### src/rtl/core/blstk_pkg.sv
// Shared types and constants for the bounded LIFO stack block.
// No dependencies; imported by every module in rtl/core.
package blstk_pkg;

   localparam int DEPTH  = 16;
   localparam int WORD_W = 32;
   localparam int ADDR_W = (DEPTH > 1) ? $clog2(DEPTH) : 1;
   localparam int CNT_W  = $clog2(DEPTH + 1);

   typedef enum logic [1:0] {
      CMD_PUSH    = 2'd0,
      CMD_POP     = 2'd1,
      CMD_DISPLAY = 2'd2,
      CMD_PAL     = 2'd3
   } cmd_type;

   typedef enum logic [1:0] {
      STAT_OK    = 2'd0,
      STAT_OVER  = 2'd1,
      STAT_UNDER = 2'd2
   } status_type;

   typedef enum logic [2:0] {
      ST_IDLE,
      ST_WAIT,
      ST_POP,
      ST_DISP,
      ST_PAL_A,
      ST_PAL_B,
      ST_EMIT
   } state_type;

   typedef struct packed {
      cmd_type                   cmd;
      logic signed [WORD_W-1:0]  push_value;
   } req_type;

   typedef struct packed {
      status_type                status;
      logic signed [WORD_W-1:0]  data;
      logic                      is_palindrome;
      logic                      last;
   } rsp_type;

   typedef struct packed {
      logic                      we;
      logic [ADDR_W-1:0]         waddr;
      logic signed [WORD_W-1:0]  wdata;
      logic [ADDR_W-1:0]         raddr;
   } mem_req_type;

endpackage

### src/rtl/core/blstk_mem.sv
// Stack word storage: one write port, one read port with registered data.
// Depends on blstk_pkg.
module blstk_mem (
   input  logic                                clock,
   input  blstk_pkg::mem_req_type              mem_req,
   output logic signed [blstk_pkg::WORD_W-1:0] mem_rdata
);
   import blstk_pkg::*;

   logic signed [WORD_W-1:0] mem [DEPTH];
   logic signed [WORD_W-1:0] rdata_ff;

   always_ff @(posedge clock) begin
      if (mem_req.we) begin
         mem[mem_req.waddr] <= mem_req.wdata;
      end
      rdata_ff <= mem[mem_req.raddr];
   end

   assign mem_rdata = rdata_ff;

endmodule

### src/rtl/core/blstk_ctrl.sv
// Command sequencer: fill count, walk pointers and the shared word comparator.
// Depends on blstk_pkg; drives the blstk_mem ports.
module blstk_ctrl (
   input  logic                                clock,
   input  logic                                reset,
   input  logic                                req_valid,
   output logic                                req_ready,
   input  blstk_pkg::req_type                  req_data,
   output logic                                res_valid,
   input  logic                                res_ready,
   output blstk_pkg::rsp_type                  res_data,
   output blstk_pkg::mem_req_type              mem_req,
   input  logic signed [blstk_pkg::WORD_W-1:0] mem_rdata
);
   import blstk_pkg::*;

   state_type                state_ff, state_in;
   cmd_type                  cmd_ff, cmd_in;
   logic [CNT_W-1:0]         cnt_ff, cnt_in;
   logic [ADDR_W-1:0]        addr_ff, addr_in;
   logic [ADDR_W-1:0]        lo_ff, lo_in;
   logic [ADDR_W-1:0]        hi_ff, hi_in;
   logic                     phase_ff, phase_in;
   logic signed [WORD_W-1:0] word_a_ff, word_a_in;
   rsp_type                  res_ff, res_in;

   logic [CNT_W-1:0]         cnt_dec;
   logic [ADDR_W:0]          gap;
   logic                     last_pair;
   logic                     word_match;
   logic                     empty;
   logic                     full;

   assign cnt_dec    = cnt_ff - CNT_W'(1);
   assign gap        = {1'b0, hi_ff} - {1'b0, lo_ff};
   assign last_pair  = (gap <= (ADDR_W + 1)'(2));
   assign word_match = (mem_rdata == word_a_ff);
   assign empty      = (cnt_ff == '0);
   assign full       = (cnt_ff == CNT_W'(DEPTH));

   // next state
   always_comb begin
      state_in = state_ff;
      case (state_ff)
         ST_IDLE: begin
            if (req_valid) begin
               case (req_data.cmd)
                  CMD_PUSH:    state_in = ST_EMIT;
                  CMD_POP:     state_in = empty ? ST_EMIT : ST_WAIT;
                  CMD_DISPLAY: state_in = empty ? ST_EMIT : ST_WAIT;
                  CMD_PAL:     state_in = (cnt_ff < CNT_W'(2)) ? ST_EMIT : ST_WAIT;
                  default:     state_in = ST_IDLE;
               endcase
            end
         end
         ST_WAIT: begin
            case (cmd_ff)
               CMD_POP:     state_in = ST_POP;
               CMD_DISPLAY: state_in = ST_DISP;
               CMD_PAL:     state_in = phase_ff ? ST_PAL_B : ST_PAL_A;
               default:     state_in = ST_IDLE;
            endcase
         end
         ST_POP: begin
            if (res_ready) state_in = ST_IDLE;
         end
         ST_DISP: begin
            if (res_ready) state_in = (addr_ff == '0) ? ST_IDLE : ST_WAIT;
         end
         ST_PAL_A: state_in = ST_WAIT;
         ST_PAL_B: state_in = (!word_match || last_pair) ? ST_EMIT : ST_WAIT;
         ST_EMIT: begin
            if (res_ready) state_in = ST_IDLE;
         end
         default: state_in = ST_IDLE;
      endcase
   end

   // outputs and datapath
   always_comb begin
      cmd_in        = cmd_ff;
      cnt_in        = cnt_ff;
      addr_in       = addr_ff;
      lo_in         = lo_ff;
      hi_in         = hi_ff;
      phase_in      = phase_ff;
      word_a_in     = word_a_ff;
      res_in        = res_ff;
      mem_req.we    = 1'b0;
      mem_req.waddr = cnt_ff[ADDR_W-1:0];
      mem_req.wdata = req_data.push_value;
      mem_req.raddr = addr_ff;
      req_ready     = 1'b0;
      res_valid     = 1'b0;
      res_data      = res_ff;

      case (state_ff)
         ST_IDLE: begin
            req_ready = 1'b1;
            if (req_valid) begin
               cmd_in   = req_data.cmd;
               phase_in = 1'b0;
               res_in   = '{status: STAT_OK, data: '0, is_palindrome: 1'b0, last: 1'b1};
               case (req_data.cmd)
                  CMD_PUSH: begin
                     if (full) begin
                        res_in.status = STAT_OVER;
                     end else begin
                        mem_req.we = 1'b1;
                        cnt_in     = cnt_ff + CNT_W'(1);
                     end
                  end
                  CMD_POP: begin
                     if (empty) begin
                        res_in.status = STAT_UNDER;
                     end else begin
                        cnt_in  = cnt_dec;
                        addr_in = cnt_dec[ADDR_W-1:0];
                     end
                  end
                  CMD_DISPLAY: begin
                     if (empty) res_in.status = STAT_UNDER;
                     else addr_in = cnt_dec[ADDR_W-1:0];
                  end
                  CMD_PAL: begin
                     if (empty) begin
                        res_in.status = STAT_UNDER;
                     end else if (cnt_ff == CNT_W'(1)) begin
                        res_in.is_palindrome = 1'b1;
                     end else begin
                        lo_in   = '0;
                        hi_in   = cnt_dec[ADDR_W-1:0];
                        addr_in = '0;
                     end
                  end
                  default: ;
               endcase
            end
         end
         ST_POP: begin
            res_valid = 1'b1;
            res_data  = '{status: STAT_OK, data: mem_rdata, is_palindrome: 1'b0,
                          last: 1'b1};
         end
         ST_DISP: begin
            res_valid = 1'b1;
            res_data  = '{status: STAT_OK, data: mem_rdata, is_palindrome: 1'b0,
                          last: (addr_ff == '0)};
            if (res_ready && addr_ff != '0) addr_in = addr_ff - ADDR_W'(1);
         end
         ST_PAL_A: begin
            word_a_in = mem_rdata;
            addr_in   = hi_ff;
            phase_in  = 1'b1;
         end
         ST_PAL_B: begin
            res_in = '{status: STAT_OK, data: '0, is_palindrome: 1'b0, last: 1'b1};
            if (word_match) begin
               if (last_pair) begin
                  res_in.is_palindrome = 1'b1;
               end else begin
                  lo_in    = lo_ff + ADDR_W'(1);
                  hi_in    = hi_ff - ADDR_W'(1);
                  addr_in  = lo_ff + ADDR_W'(1);
                  phase_in = 1'b0;
               end
            end
         end
         ST_EMIT: res_valid = 1'b1;
         default: ;
      endcase
   end

   always_ff @(posedge clock) begin
      if (reset) begin
         state_ff <= ST_IDLE;
         cnt_ff   <= '0;
         phase_ff <= 1'b0;
      end else begin
         state_ff <= state_in;
         cnt_ff   <= cnt_in;
         phase_ff <= phase_in;
      end
   end

   always_ff @(posedge clock) begin
      cmd_ff    <= cmd_in;
      addr_ff   <= addr_in;
      lo_ff     <= lo_in;
      hi_ff     <= hi_in;
      word_a_ff <= word_a_in;
      res_ff    <= res_in;
   end

endmodule

### src/rtl/core/bounded_lifo_stack_with_palindrome.sv
// Top level of the bounded LIFO stack: sequencer, word storage, result register.
// Depends on blstk_pkg, blstk_mem and blstk_ctrl.
//
// Usage:
//   req_* carries {cmd, push_value}; rsp_* carries {status, data, is_palindrome,
//   last}. Both are valid/ready channels; a transfer happens when valid and
//   ready are high at a rising clock edge.
//   Push, pop, and any command on an empty stack give one result with last set.
//   Display gives one result per stored word, top first, last on the bottom word.
//   Palindrome gives one verdict result.
//   Every storage read goes through the single read port, which has registered data:
//     push / overflow / underflow: result passes through the emit state and the output register
//     pop: a wait state for the read, then the pop state offers the word
//     display: wait and display states alternate, one stored word each
//     palindrome: wait, A and B states read and compare word pairs, outermost first, until a mismatch or the middle
//   Only one item is in work at a time; req_ready is high while the sequencer is
//   idle. A finished result sits in the output register, so the next item can be
//   taken while the receiver stalls; the sequencer then holds its next result.
//   Reset (synchronous) empties the stack and drops any pending result.
module bounded_lifo_stack_with_palindrome (
   input  logic               clock,
   input  logic               reset,
   input  logic               req_valid,
   output logic               req_ready,
   input  blstk_pkg::req_type req_data,
   output logic               rsp_valid,
   input  logic               rsp_ready,
   output blstk_pkg::rsp_type rsp_data
);
   import blstk_pkg::*;

   mem_req_type              mem_req;
   logic signed [WORD_W-1:0] mem_rdata;
   logic                     res_valid;
   logic                     res_ready;
   rsp_type                  res_data;

   logic                     rsp_valid_ff, rsp_valid_in;
   rsp_type                  rsp_data_ff, rsp_data_in;

   blstk_ctrl u_ctrl (
      .clock     (clock),
      .reset     (reset),
      .req_valid (req_valid),
      .req_ready (req_ready),
      .req_data  (req_data),
      .res_valid (res_valid),
      .res_ready (res_ready),
      .res_data  (res_data),
      .mem_req   (mem_req),
      .mem_rdata (mem_rdata)
   );

   blstk_mem u_mem (
      .clock     (clock),
      .mem_req   (mem_req),
      .mem_rdata (mem_rdata)
   );

   // output register takes a new result whenever it is empty or being drained
   assign res_ready = !rsp_valid_ff || rsp_ready;

   always_comb begin
      rsp_valid_in = rsp_valid_ff;
      rsp_data_in  = rsp_data_ff;
      if (res_ready) begin
         rsp_valid_in = res_valid;
         if (res_valid) rsp_data_in = res_data;
      end
   end

   always_ff @(posedge clock) begin
      if (reset) begin
         rsp_valid_ff <= 1'b0;
      end else begin
         rsp_valid_ff <= rsp_valid_in;
      end
   end

   always_ff @(posedge clock) begin
      rsp_data_ff <= rsp_data_in;
   end

   assign rsp_valid = rsp_valid_ff;
   assign rsp_data  = rsp_data_ff;

   // sequencer never offers a result while it is idle
   a_idle_no_result: assert property (@(posedge clock) disable iff (reset)
      req_ready |-> !res_valid)
      else $error("result offered while sequencer idle");

   // a result blocked by a full output register is held unchanged
   a_result_held: assert property (@(posedge clock) disable iff (reset)
      res_valid && !res_ready |=> res_valid && $stable(res_data))
      else $error("blocked result dropped or changed");

   // a drained output register with nothing behind it goes empty
   a_drain: assert property (@(posedge clock) disable iff (reset)
      rsp_valid_ff && rsp_ready && !res_valid |=> !rsp_valid_ff)
      else $error("output register did not drain");

endmodule

### config.mk
export PLATFORM = sky130hd
export DESIGN_NAME = bounded_lifo_stack_with_palindrome
export DESIGN_NICKNAME = d
export VERILOG_FILES = /design/src/rtl/core/blstk_pkg.sv /design/src/rtl/core/blstk_mem.sv /design/src/rtl/core/blstk_ctrl.sv /design/src/rtl/core/bounded_lifo_stack_with_palindrome.sv
export SDC_FILE = /design/constraint.sdc
export NUM_CORES = 1
export LEC_CHECK = 0
export ABC_CLOCK_PERIOD_IN_PS = 9240
export BUFFER_PORTS_ARGS = -buffer_cell sky130_fd_sc_hd__buf_2
export CORE_AREA = 2 2 208 190
export DETAILED_ROUTE_END_ITERATION = 12
export DIE_AREA = 0 0 210 192
export GPL_ROUTABILITY_DRIVEN = 0
export PLACE_DENSITY = 0.83
export SLEW_MARGIN = 20
export SYNTH_ARGS = -nofsm -noshare
export SYNTH_HDL_FRONTEND = slang
export SYNTH_SLANG_ARGS = --single-unit
### constraint.sdc
create_clock -name clock -period 9.24 [get_ports clock]
set_clock_uncertainty 0.2 [all_clocks]
set_input_delay 0.462 -clock clock [delete_from_list [all_inputs] [get_ports clock]]
set_output_delay 0.462 -clock clock [all_outputs]
set_load 0.05 [all_outputs]
==> impl_metrics.json, run 1 <==
{
  "rrSetupSlack_ns": 5.88,
  "dp_cells": 1667,
  "synth-adder-area-share_pct": 0.900,
  "die_h_um": 192,
  "dpl_cell_area_um2": 25800,
  "cts_buffers": 60,
  "insertion_delay_ns": 0.62,
  "via_count": 11900,
  "endpoint": "u_mem.mem[10][15]$_DFFE_PP_",
  "yosysSeqAreaShare_pct": 76.7,
  "p_leak_uw": 0.00909,
  "synth_xor_area_share_pct": 1.65,
  "ys_async_sr_fraction_pct": 0,
  "dr.pass1.iters": 5,
  "critical_path.max_fanout": 22,
  "layout-drive-gt1-share_pct": 29.6,
  "cp.arrival_ns": 3.47,
  "track_usage_pct": 27.7,
  "nFillCells": 2013,
  "core_area_um2": 38000,
  "period_needed_ns": 3.36,
  "ys.flop_type": "edfxtp_1",
  "die-area_um2": 40300,
  "antenna_found_initial": 3,
  "grt_pass1_vias": 12200,
  "final.setup.tns_ns": 0,
  "yosysWarningCount": 0,
  "die_width_um": 210,
  "finalPower_uw": 7240,
  "fin_cells": 1798,
  "synthTopCellsByCount": "edfxtp_1, mux4_2, dfxtp_1",
  "fin_crit_sh_pct": 36.3,
  "clock_path_buffers": 3,
  "routed.top_layer": "met4",
  "met1_length_um": 20600,
  "worstReg2RegEnd": "u_mem.mem[10][15]$_DFFE_PP_",
  "drtIter0Drc": 1456,
  "synth.area.top_cells": "edfxtp_1, mux4_2, dfxtp_1, xor2_1, and2_1",
  "port_buffers": 75,
  "ioPinCount": 76,
  "worst_path_max_delay_cell": "nor2_4",
  "r2r_start": "u_ctrl.state_ff[0]$_SDFFE_PP0P_",
  "vdd_drop_max_v": 0.000170,
  "required_ns": 9.35,
  "clock.fmax_mhz": 298,
  "grt_pass1_wl_um": 79900,
  "min_path_type": "in2reg",
  "drc_errors": 0,
  "crit_start": "u_ctrl.state_ff[0]$_SDFFE_PP0P_",
  "layout.nets": 1310,
  "clk_pin_slew_worst_paths_ns": 0.07,
  "overflow": 0,
  "synth_compound_area_share_pct": 1.39,
  "synthMuxAreaShare_pct": 14.9,
  "grt_setup_unrepaired": "false",
  "maxCapViolations": 0,
  "hold_viol_final": 0,
  "synth_nets": 1180,
  "initial_core_util_pct": 64.4,
  "synth_top_family_by_area": "multiplexers",
  "htree_levels": 2,
  "startpoint_type": "flop",
  "setup_viol": 0,
  "post_drt_via_cell_ratio": 6.61,
  "slew_headroom_pct": 24.4,
  "cp_slowest_stage_delay_ns": 0.71,
  "maxSlewViolCount": 0,
  "areaGrowthSynthToFinish_pct": 14.2,
  "wl_met2_um": 27200,
  "synth_area_um2": 24500,
  "cts_tree": "done",
  "ys_types": 54,
  "synth_cells": 1125,
  "post-synth-top-count-cell": "edfxtp_1",
  "std_cell_rows": 68,
  "wire_per_inst_um": 29.7,
  "wl_um": 53400,
  "cts-root-buf": "clkbuf_16",
  "ctsResizeCount": 0,
  "synth-edff-count": 597,
  "power_density_nw_per_um2": 259,
  "synth_largest_area_cell": "edfxtp_1",
  "path_class": "reg2reg",
  "dr_wl_met3_um": 4420,
  "syn_avg_cell_area_um2": 21.8,
  "worst_pin_slew_ns": 1.13,
  "cts.sinks": 639,
  "fin_area_um2": 28000,
  "end_kind": "flop",
  "status": "complete, no violations",
  "synth_seq_cells": 639,
  "r2r_cells": 6,
  "grt_max_degree": 99,
  "netlist.area_leader.share_pct": 73.3,
  "hpwl_um": 29200,
  "antenna_left": 0,
  "yosys.area_share.simple_pct": 3.20,
  "crit_chain": "nor3_1 > nand3_1 > a21oi_1 > nand2_1 > nor2_4 > buf_16"
}
-- per-layer routing --
layer / vias to the layer above / GRT usage (%)
met5: - / 0
met4: 0 / 7.45
met3: 92 / 5.07
met2: 687 / 46.3
met1: 6206 / 38.7
li1: 4892 / -
-- sequential cells by signal, summed over array words and instances, names as in the netlist, 2 cells and up --
name / count
rsp_data: 36
u_ctrl.addr_ff: 4
u_ctrl.cmd_ff: 2
u_ctrl.cnt_ff: 5
u_ctrl.hi_ff: 4
u_ctrl.lo_ff: 4
u_ctrl.res_ff: 3
u_ctrl.state_ff: 3
u_ctrl.word_a_ff: 32
u_mem.mem: 512
u_mem.mem_rdata: 32
-- cells in the final DEF (no fill, tap or decap), types with 4 or more instances in the layout --
| cell type | instances |
|---|---|
| edfxtp_1 | 597 |
| nor3_1 | 10 |
| mux4_2 | 160 |
| dfxtp_1 | 42 |
| clkinv_2 | 16 |
| a21oi_1 | 11 |
| buf_4 | 13 |
| nor4_1 | 11 |
| buf_16 | 7 |
| nor2_1 | 19 |
| o21ai_0 | 9 |
| and2_1 | 34 |
| buf_2 | 75 |
| nor2b_1 | 8 |
| clkbuf_16 | 62 |
| xor2_1 | 38 |
| dlygate4sd3_1 | 16 |
| clkbuf_1 | 12 |
| clkinvlp_4 | 4 |
| nand3_1 | 5 |
| inv_1 | 13 |
| nor2_4 | 14 |
| clkbuf_8 | 6 |
| xnor2_1 | 8 |
| a31oi_1 | 4 |
| buf_12 | 7 |
| bufinv_16 | 6 |
| nand2b_1 | 7 |
| clkinv_1 | 4 |
| ha_1 | 16 |
| nand2_1 | 22 |
-- stage by stage --
| stage | setup WS, ns | utilization, % | hold slack [ns] |
|---|---|---|---|
| 2_1_floorplan | 4.04 | - | 0.241 |
| 3_5_place_dp | 5.98 | 67.7 | 0.265 |
| 5_1_grt | 5.71 | 73.5 | 0.0223 |
| 6_report | 5.88 | 73.5 | 0.0278 |
| 3_3_place_gp | 5.84 | 66.9 | 0.264 |
| 4_1_cts | 5.96 | 73.5 | 0.000516 |
-- critical path, delay by kind of cell (launching register included) --
kind	cells	cell delay, ns
compound gates	1	0.28
buf+inv	1	0.26
simple gates	4	1.74
flops	1	0.55
-- power breakdown --
part | internal [µW] | total (µW) | switching (µW)
clock network | 1450 | 2520 | 1070
logic | 510 | 1150 | 642
registers | 3390 | 3570 | 185
-- area by class of cell --
| type | instances | area (µm²) | share of cell area, % |
|---|---|---|---|
| sequential | 639 | 18800 | 67.1 |
| multi-input combinational | 422 | 5520 | 19.7 |
| clock buffer | 80 | 1680 | 6.01 |
| timing repair buffer | 119 | 981 | 3.51 |
| tap | 490 | 613 | 2.19 |
| clock inverter | 34 | 350 | 1.25 |
| inverter | 13 | 48.8 | 0.175 |
| antenna | 1 | 2.50 | 0.00895 |
-- logic make-up after synthesis --
logic type	count (synthesis)
xor gates and xnor gates	46
and+or+nand+nor	148
AOI/OAI and AO/OA	48
DFF	639
buffers and inverters	64
muxes	163
adders and majority gates	17
-- how the worst min path moves through the flow --
stage                                            from                        endpoint  slack (ns)  cells after the start
after floorplan           u_mem.mem_rdata[30]$_DFF_P_  u_ctrl.word_a_ff[30]$_DFFE_PP_        0.24                      0
after global placement     u_mem.mem_rdata[1]$_DFF_P_   u_ctrl.word_a_ff[1]$_DFFE_PP_        0.26                      0
after detailed placement   u_mem.mem_rdata[0]$_DFF_P_   u_ctrl.word_a_ff[0]$_DFFE_PP_        0.26                      0
after CTS                                req_data[11]     u_mem.mem[10][11]$_DFFE_PP_      0.0005                      1
after global routing                     req_data[29]     u_mem.mem[14][29]$_DFFE_PP_        0.02                      1
final                                    req_data[22]     u_mem.mem[14][22]$_DFFE_PP_        0.03                      1
-- what timing repair did --
item	CTS	global route
buffers inserted	0	0
endpoints found under the hold margin	152	0
hold buffers	16	0
Power figures use the tool's default switching activity.
==> run 2: changes to the inputs <==
Settings changed: ABC_CLOCK_PERIOD_IN_PS 9240 to 3300, CORE_AREA 2 2 208 190 to 2 2 213 194, DIE_AREA 0 0 210 192 to 0 0 215 196, PLACE_DENSITY 0.83 to 0.8.
Clock period 9.24 ns to 3.3 ns, I/O delays scaled along.
==> run 2 against run 1 <==
Effect of this change: non-clock buffer count is 34 higher; flip-flop and latch count unchanged; setup slack lost 5.6 ns; hold slack improved by 0.12 ns; sequential power grew to 2.8 times the previous value; critical endpoint is now u_mem.mem[7][20]$_DFFE_PP_; register-to-register slack worse by 5.6 ns; largest cell class unchanged; wire length is 1.8% lower.
==> impl_metrics.json, run 2 (synthesis results as in run 1) <==
{
  "critical_path.max_fanout": 19,
  "core_area_um2": 40100,
  "die_h_um": 196,
  "cts_setup_buffers": 0,
  "fin_crit_sh_pct": 91.4,
  "die-area_um2": 42100,
  "cts-root-buf": "clkbuf_16",
  "htree_levels": 2,
  "layout_common_cells": "edfxtp_1, mux4_2, buf_2",
  "final.setup.tns_ns": 0,
  "grt_max_degree": 77,
  "cp.arrival_ns": 3.13,
  "std_cell_rows": 70,
  "grt_pass1_wl_um": 79400,
  "diodes": 0,
  "maxSlewViolCount": 0,
  "dp_cells": 1730,
  "maxCapViolations": 0,
  "cts.sinks": 639,
  "dr.pass1.iters": 5,
  "port_buffers": 75,
  "path_class": "reg2reg",
  "nFillCells": 2368,
  "regMostFlops": "u_mem.mem",
  "insertion_delay_ns": 0.61,
  "p_leak_uw": 0.00918,
  "areaGrowthSynthToFinish_pct": 15.3,
  "hpwl_um": 29200,
  "fin_cells": 1877,
  "grt_setup_unrepaired": "false",
  "cts_tree": "done",
  "grt_pass1_vias": 12400,
  "drc_errors": 0,
  "hold_viol_final": 0,
  "wire_per_inst_um": 27.9,
  "power_density_nw_per_um2": 715,
  "layout-drive-gt1-share_pct": 29.5,
  "ioPinCount": 76,
  "fin_ws_ns": 0.283,
  "holdWs_ns": 0.153,
  "clock_path_buffers": 3,
  "drtIter0Drc": 1388,
  "clk_pin_slew_worst_paths_ns": 0.06,
  "via_count": 11800,
  "end_kind": "flop",
  "finalPower_uw": 20200,
  "wl_um": 52400,
  "post_drt_via_cell_ratio": 6.31,
  "mostFrequentLayoutCell": "edfxtp_1",
  "period_needed_ns": 3.02,
  "antenna_found_initial": 2,
  "slew_headroom_pct": 36.8,
  "startpoint_type": "flop",
  "antenna_left": 0,
  "initial_core_util_pct": 61.0,
  "die_width_um": 215,
  "min_path_type": "in2reg",
  "required_ns": 3.41,
  "place_ws_ns": 0.369,
  "cts_buffers": 58,
  "status": "complete, no violations",
  "layout.nets": 1342,
  "setup_viol": 0,
  "clock.fmax_mhz": 331,
  "vdd_drop_max_v": 0.000500,
  "worst_pin_slew_ns": 0.945,
  "largest_reg_flops": 512,
  "overflow": 0,
  "track_usage_pct": 25.8
}
==> run 2: area by class of cell <==
| type | count | area, µm² | share of cell area (%) |
|---|---|---|---|
| Sequential cell | 639 | 18800 | 66.5 |
| Clock buffer | 75 | 1590 | 5.62 |
| Clock inverter | 35 | 369 | 1.31 |
| Multi-Input combinational cell | 422 | 5540 | 19.6 |
| Tap cell | 540 | 676 | 2.40 |
| Inverter | 13 | 48.8 | 0.173 |
| Timing Repair Buffer | 153 | 1220 | 4.31 |
==> run 2: final timing paths <==
path                                      start                       endpoint  slack (ns)  cells after the start
hold / removal                     req_data[33]     u_ctrl.cmd_ff[1]$_DFFE_PP_        0.15                      2
setup reg to reg  u_ctrl.cnt_ff[0]$_SDFFE_PP0P_     u_mem.mem[7][20]$_DFFE_PP_        0.28                      7
setup / recovery  u_ctrl.cnt_ff[0]$_SDFFE_PP0P_     u_mem.mem[7][20]$_DFFE_PP_        0.28                      7
hold reg to reg      u_mem.mem_rdata[4]$_DFF_P_  u_ctrl.word_a_ff[4]$_DFFE_PP_        0.27                      0
==> run 2: report_power, final <==
group	switching (µW)	internal (µW)	total (µW)
clock	2860	3940	6810
combinational	1990	1520	3500
sequential	381	9490	9870
==> run 2: critical path: stages (launching register included) <==
cell and delay, ns:
dfxtp_1 0.40, inv_1 0.13, ha_1 0.35, nor3b_1 0.68, a21oi_1 0.23, nand2_1 0.40, nor2_4 0.07, buf_4 0.25
==> run 2: repair_timing <==
action                                 in CTS  in global routing
hold buffers                               37                  0
endpoints found under the hold margin     524                  0
gates resized for setup                     0                  0
==> run 2: stage by stage <==
stage	cell area, µm²	utilization, %
after detailed placement	25900	64.5
after CTS	28200	70.3
after floorplan	24600	-
after global placement	25900	64.5
final	28200	70.3
after global routing	28200	70.3
==> run 2: metal layers <==
metal | GRT usage (%) | vias up | routed length (µm)
met5 | 0 | - | 0
met4 | 6.46 | 0 | 921
met3 | 4.50 | 71 | 3970
met2 | 43.2 | 626 | 26700
met1 | 36.3 | 6189 | 20800
li1 | - | 4959 | -
==> run 3: changes to the inputs <==
Settings changed: ABC_CLOCK_PERIOD_IN_PS 3300 to default, CORE_AREA 2 2 213 194 to 2 2 260 159, DIE_AREA 0 0 215 196 to 0 0 262 161.
==> run 3 against run 2 <==
Effect of this change: non-clock buffer count rose by 1; largest cell class unchanged; global-route usage decreased by 0.30 points; sequential power about the same; flip-flop and latch count is the same; core utilization fell by 0.055 points.
==> impl_metrics.json, run 3 (synthesis results as in run 1) <==
{
  "status": "complete, no violations",
  "htree_levels": 2,
  "slew_headroom_pct": 36.3,
  "hold_viol_final": 0,
  "hpwl_um": 29300,
  "required_ns": 3.36,
  "cp.arrival_ns": 3.04,
  "fin_util_pct": 70.3,
  "drtIter0Drc": 1444,
  "power_density_nw_per_um2": 707,
  "antenna_found_initial": 4,
  "overflow": 0,
  "insertion_delay_ns": 0.59,
  "p_leak_uw": 0.00909,
  "initial_core_util_pct": 61.3,
  "die-area_um2": 42200,
  "drc_errors": 0,
  "layout.nets": 1340,
  "track_usage_pct": 25.5,
  "vdd_drop_max_v": 0.000490,
  "cts-root-buf": "clkbuf_16",
  "wl_um": 51800,
  "final.setup.tns_ns": 0,
  "fin_cells": 1862,
  "std_cell_rows": 57,
  "ioPinCount": 76,
  "clk_pin_slew_worst_paths_ns": 0.07,
  "ctsResizeCount": 0,
  "layout-drive-gt1-share_pct": 29.3,
  "antenna_left": 0,
  "clock.fmax_mhz": 336,
  "via_count": 11800,
  "grt_pass1_vias": 12000,
  "nFillCells": 2349,
  "areaGrowthSynthToFinish_pct": 14.7,
  "period_needed_ns": 2.97,
  "end_kind": "flop",
  "port_buffers": 75,
  "regMostFlops": "u_mem.mem",
  "setup_viol": 0,
  "dp_cells": 1722,
  "cts_buffers": 55,
  "layout_common_cells": "edfxtp_1, mux4_2, buf_2",
  "path_class": "reg2reg",
  "die_h_um": 161,
  "largest_reg_flops": 512,
  "fin_crit_sh_pct": 90.1,
  "mostFrequentLayoutCell": "edfxtp_1",
  "startpoint_type": "flop",
  "worst_pin_slew_ns": 0.953,
  "critical_path.max_fanout": 32,
  "clock_path_buffers": 3,
  "grt_max_degree": 56,
  "grt_pass1_wl_um": 77500,
  "dr.pass1.iters": 5,
  "maxCapViolations": 0,
  "grt_setup_unrepaired": "false",
  "post_drt_via_cell_ratio": 6.34,
  "wire_per_inst_um": 27.8,
  "core_area_um2": 39900,
  "die_width_um": 262,
  "min_path_type": "in2reg",
  "cts_tree": "done",
  "maxSlewViolCount": 0,
  "cts.sinks": 639
}
## run 3: changes by cell type in the layout (fill, tap and decap cells not counted), sizes merged
cell and delta:
clkinv -8, clkbuf -3, clkinvlp +4, bufinv -3, buf +1, diode +2, inv +1
## run 3: final timing paths
kind	startpoint	end	slack [ns]	cells past startpoint
worst min-delay path	req_data[33]	u_ctrl.cmd_ff[1]$_DFFE_PP_	0.13	2
worst max register to register	u_ctrl.cnt_ff[0]$_SDFFE_PP0P_	u_mem.mem[3][20]$_DFFE_PP_	0.33	7
worst min register to register	u_mem.mem_rdata[25]$_DFF_P_	u_ctrl.word_a_ff[25]$_DFFE_PP_	0.28	0
worst max-delay path	u_ctrl.cnt_ff[0]$_SDFFE_PP0P_	u_mem.mem[3][20]$_DFFE_PP_	0.33	7
## run 3: per-layer routing
layer,track usage (%),up-vias,share of wire [%]
li1,-,4947,-
met1,38.9,6145,42
met2,38.2,655,46
met3,6.89,66,10
met4,5.16,0,1.6
met5,0,-,0
## run 3: power breakdown
| part | leakage, µW | switching (µW) | total, µW | internal (µW) |
|---|---|---|---|---|
| Sequential | 0.00574 | 370 | 9850 | 9480 |
| Combinational | 0.00247 | 2040 | 3570 | 1530 |
| Clock | 0.000869 | 2840 | 6410 | 3570 |
## run 3: area by class of cell
| cell class | count | area, µm² | share of cell area [%] |
|---|---|---|---|
| repair buffers | 154 | 1250 | 4.45 |
| clock buffers | 72 | 1520 | 5.43 |
| flip-flops and latches | 639 | 18800 | 66.9 |
| well taps | 531 | 664 | 2.37 |
| inverters | 13 | 48.8 | 0.174 |
| clock inverters | 29 | 262 | 0.932 |
| diodes | 2 | 5.00 | 0.0178 |
| multi-input cells | 422 | 5540 | 19.7 |
## run 3: critical path, cell delays in order, from the launching register on
cell and delay, ns:
dfxtp_1 0.53, inv_1 0.12, ha_1 0.34, nor3b_1 0.25
a21oi_1 0.32, nand2_1 0.30, nor3_4 0.28, buf_12 0.29
## run 3: what timing repair did
action / CTS / global route
endpoints found under the hold margin: 524 / 0
hold buffers: 37 / 0
setup buffers: 0 / 0
## run 3: stage by stage
stage / area, µm² / hold WS, ns / power (µW) / setup WS (ns)
after floorplan: 24600 / 0.0639 / 12400 / 0.149
after global placement: 25900 / 0.183 / 13400 / 0.476
after detailed placement: 25900 / 0.186 / 13500 / 0.370
after CTS: 28100 / 0.113 / 19900 / 0.336
after global routing: 28100 / 0.133 / 20600 / 0.204
final: 28100 / 0.126 / 19800 / 0.326
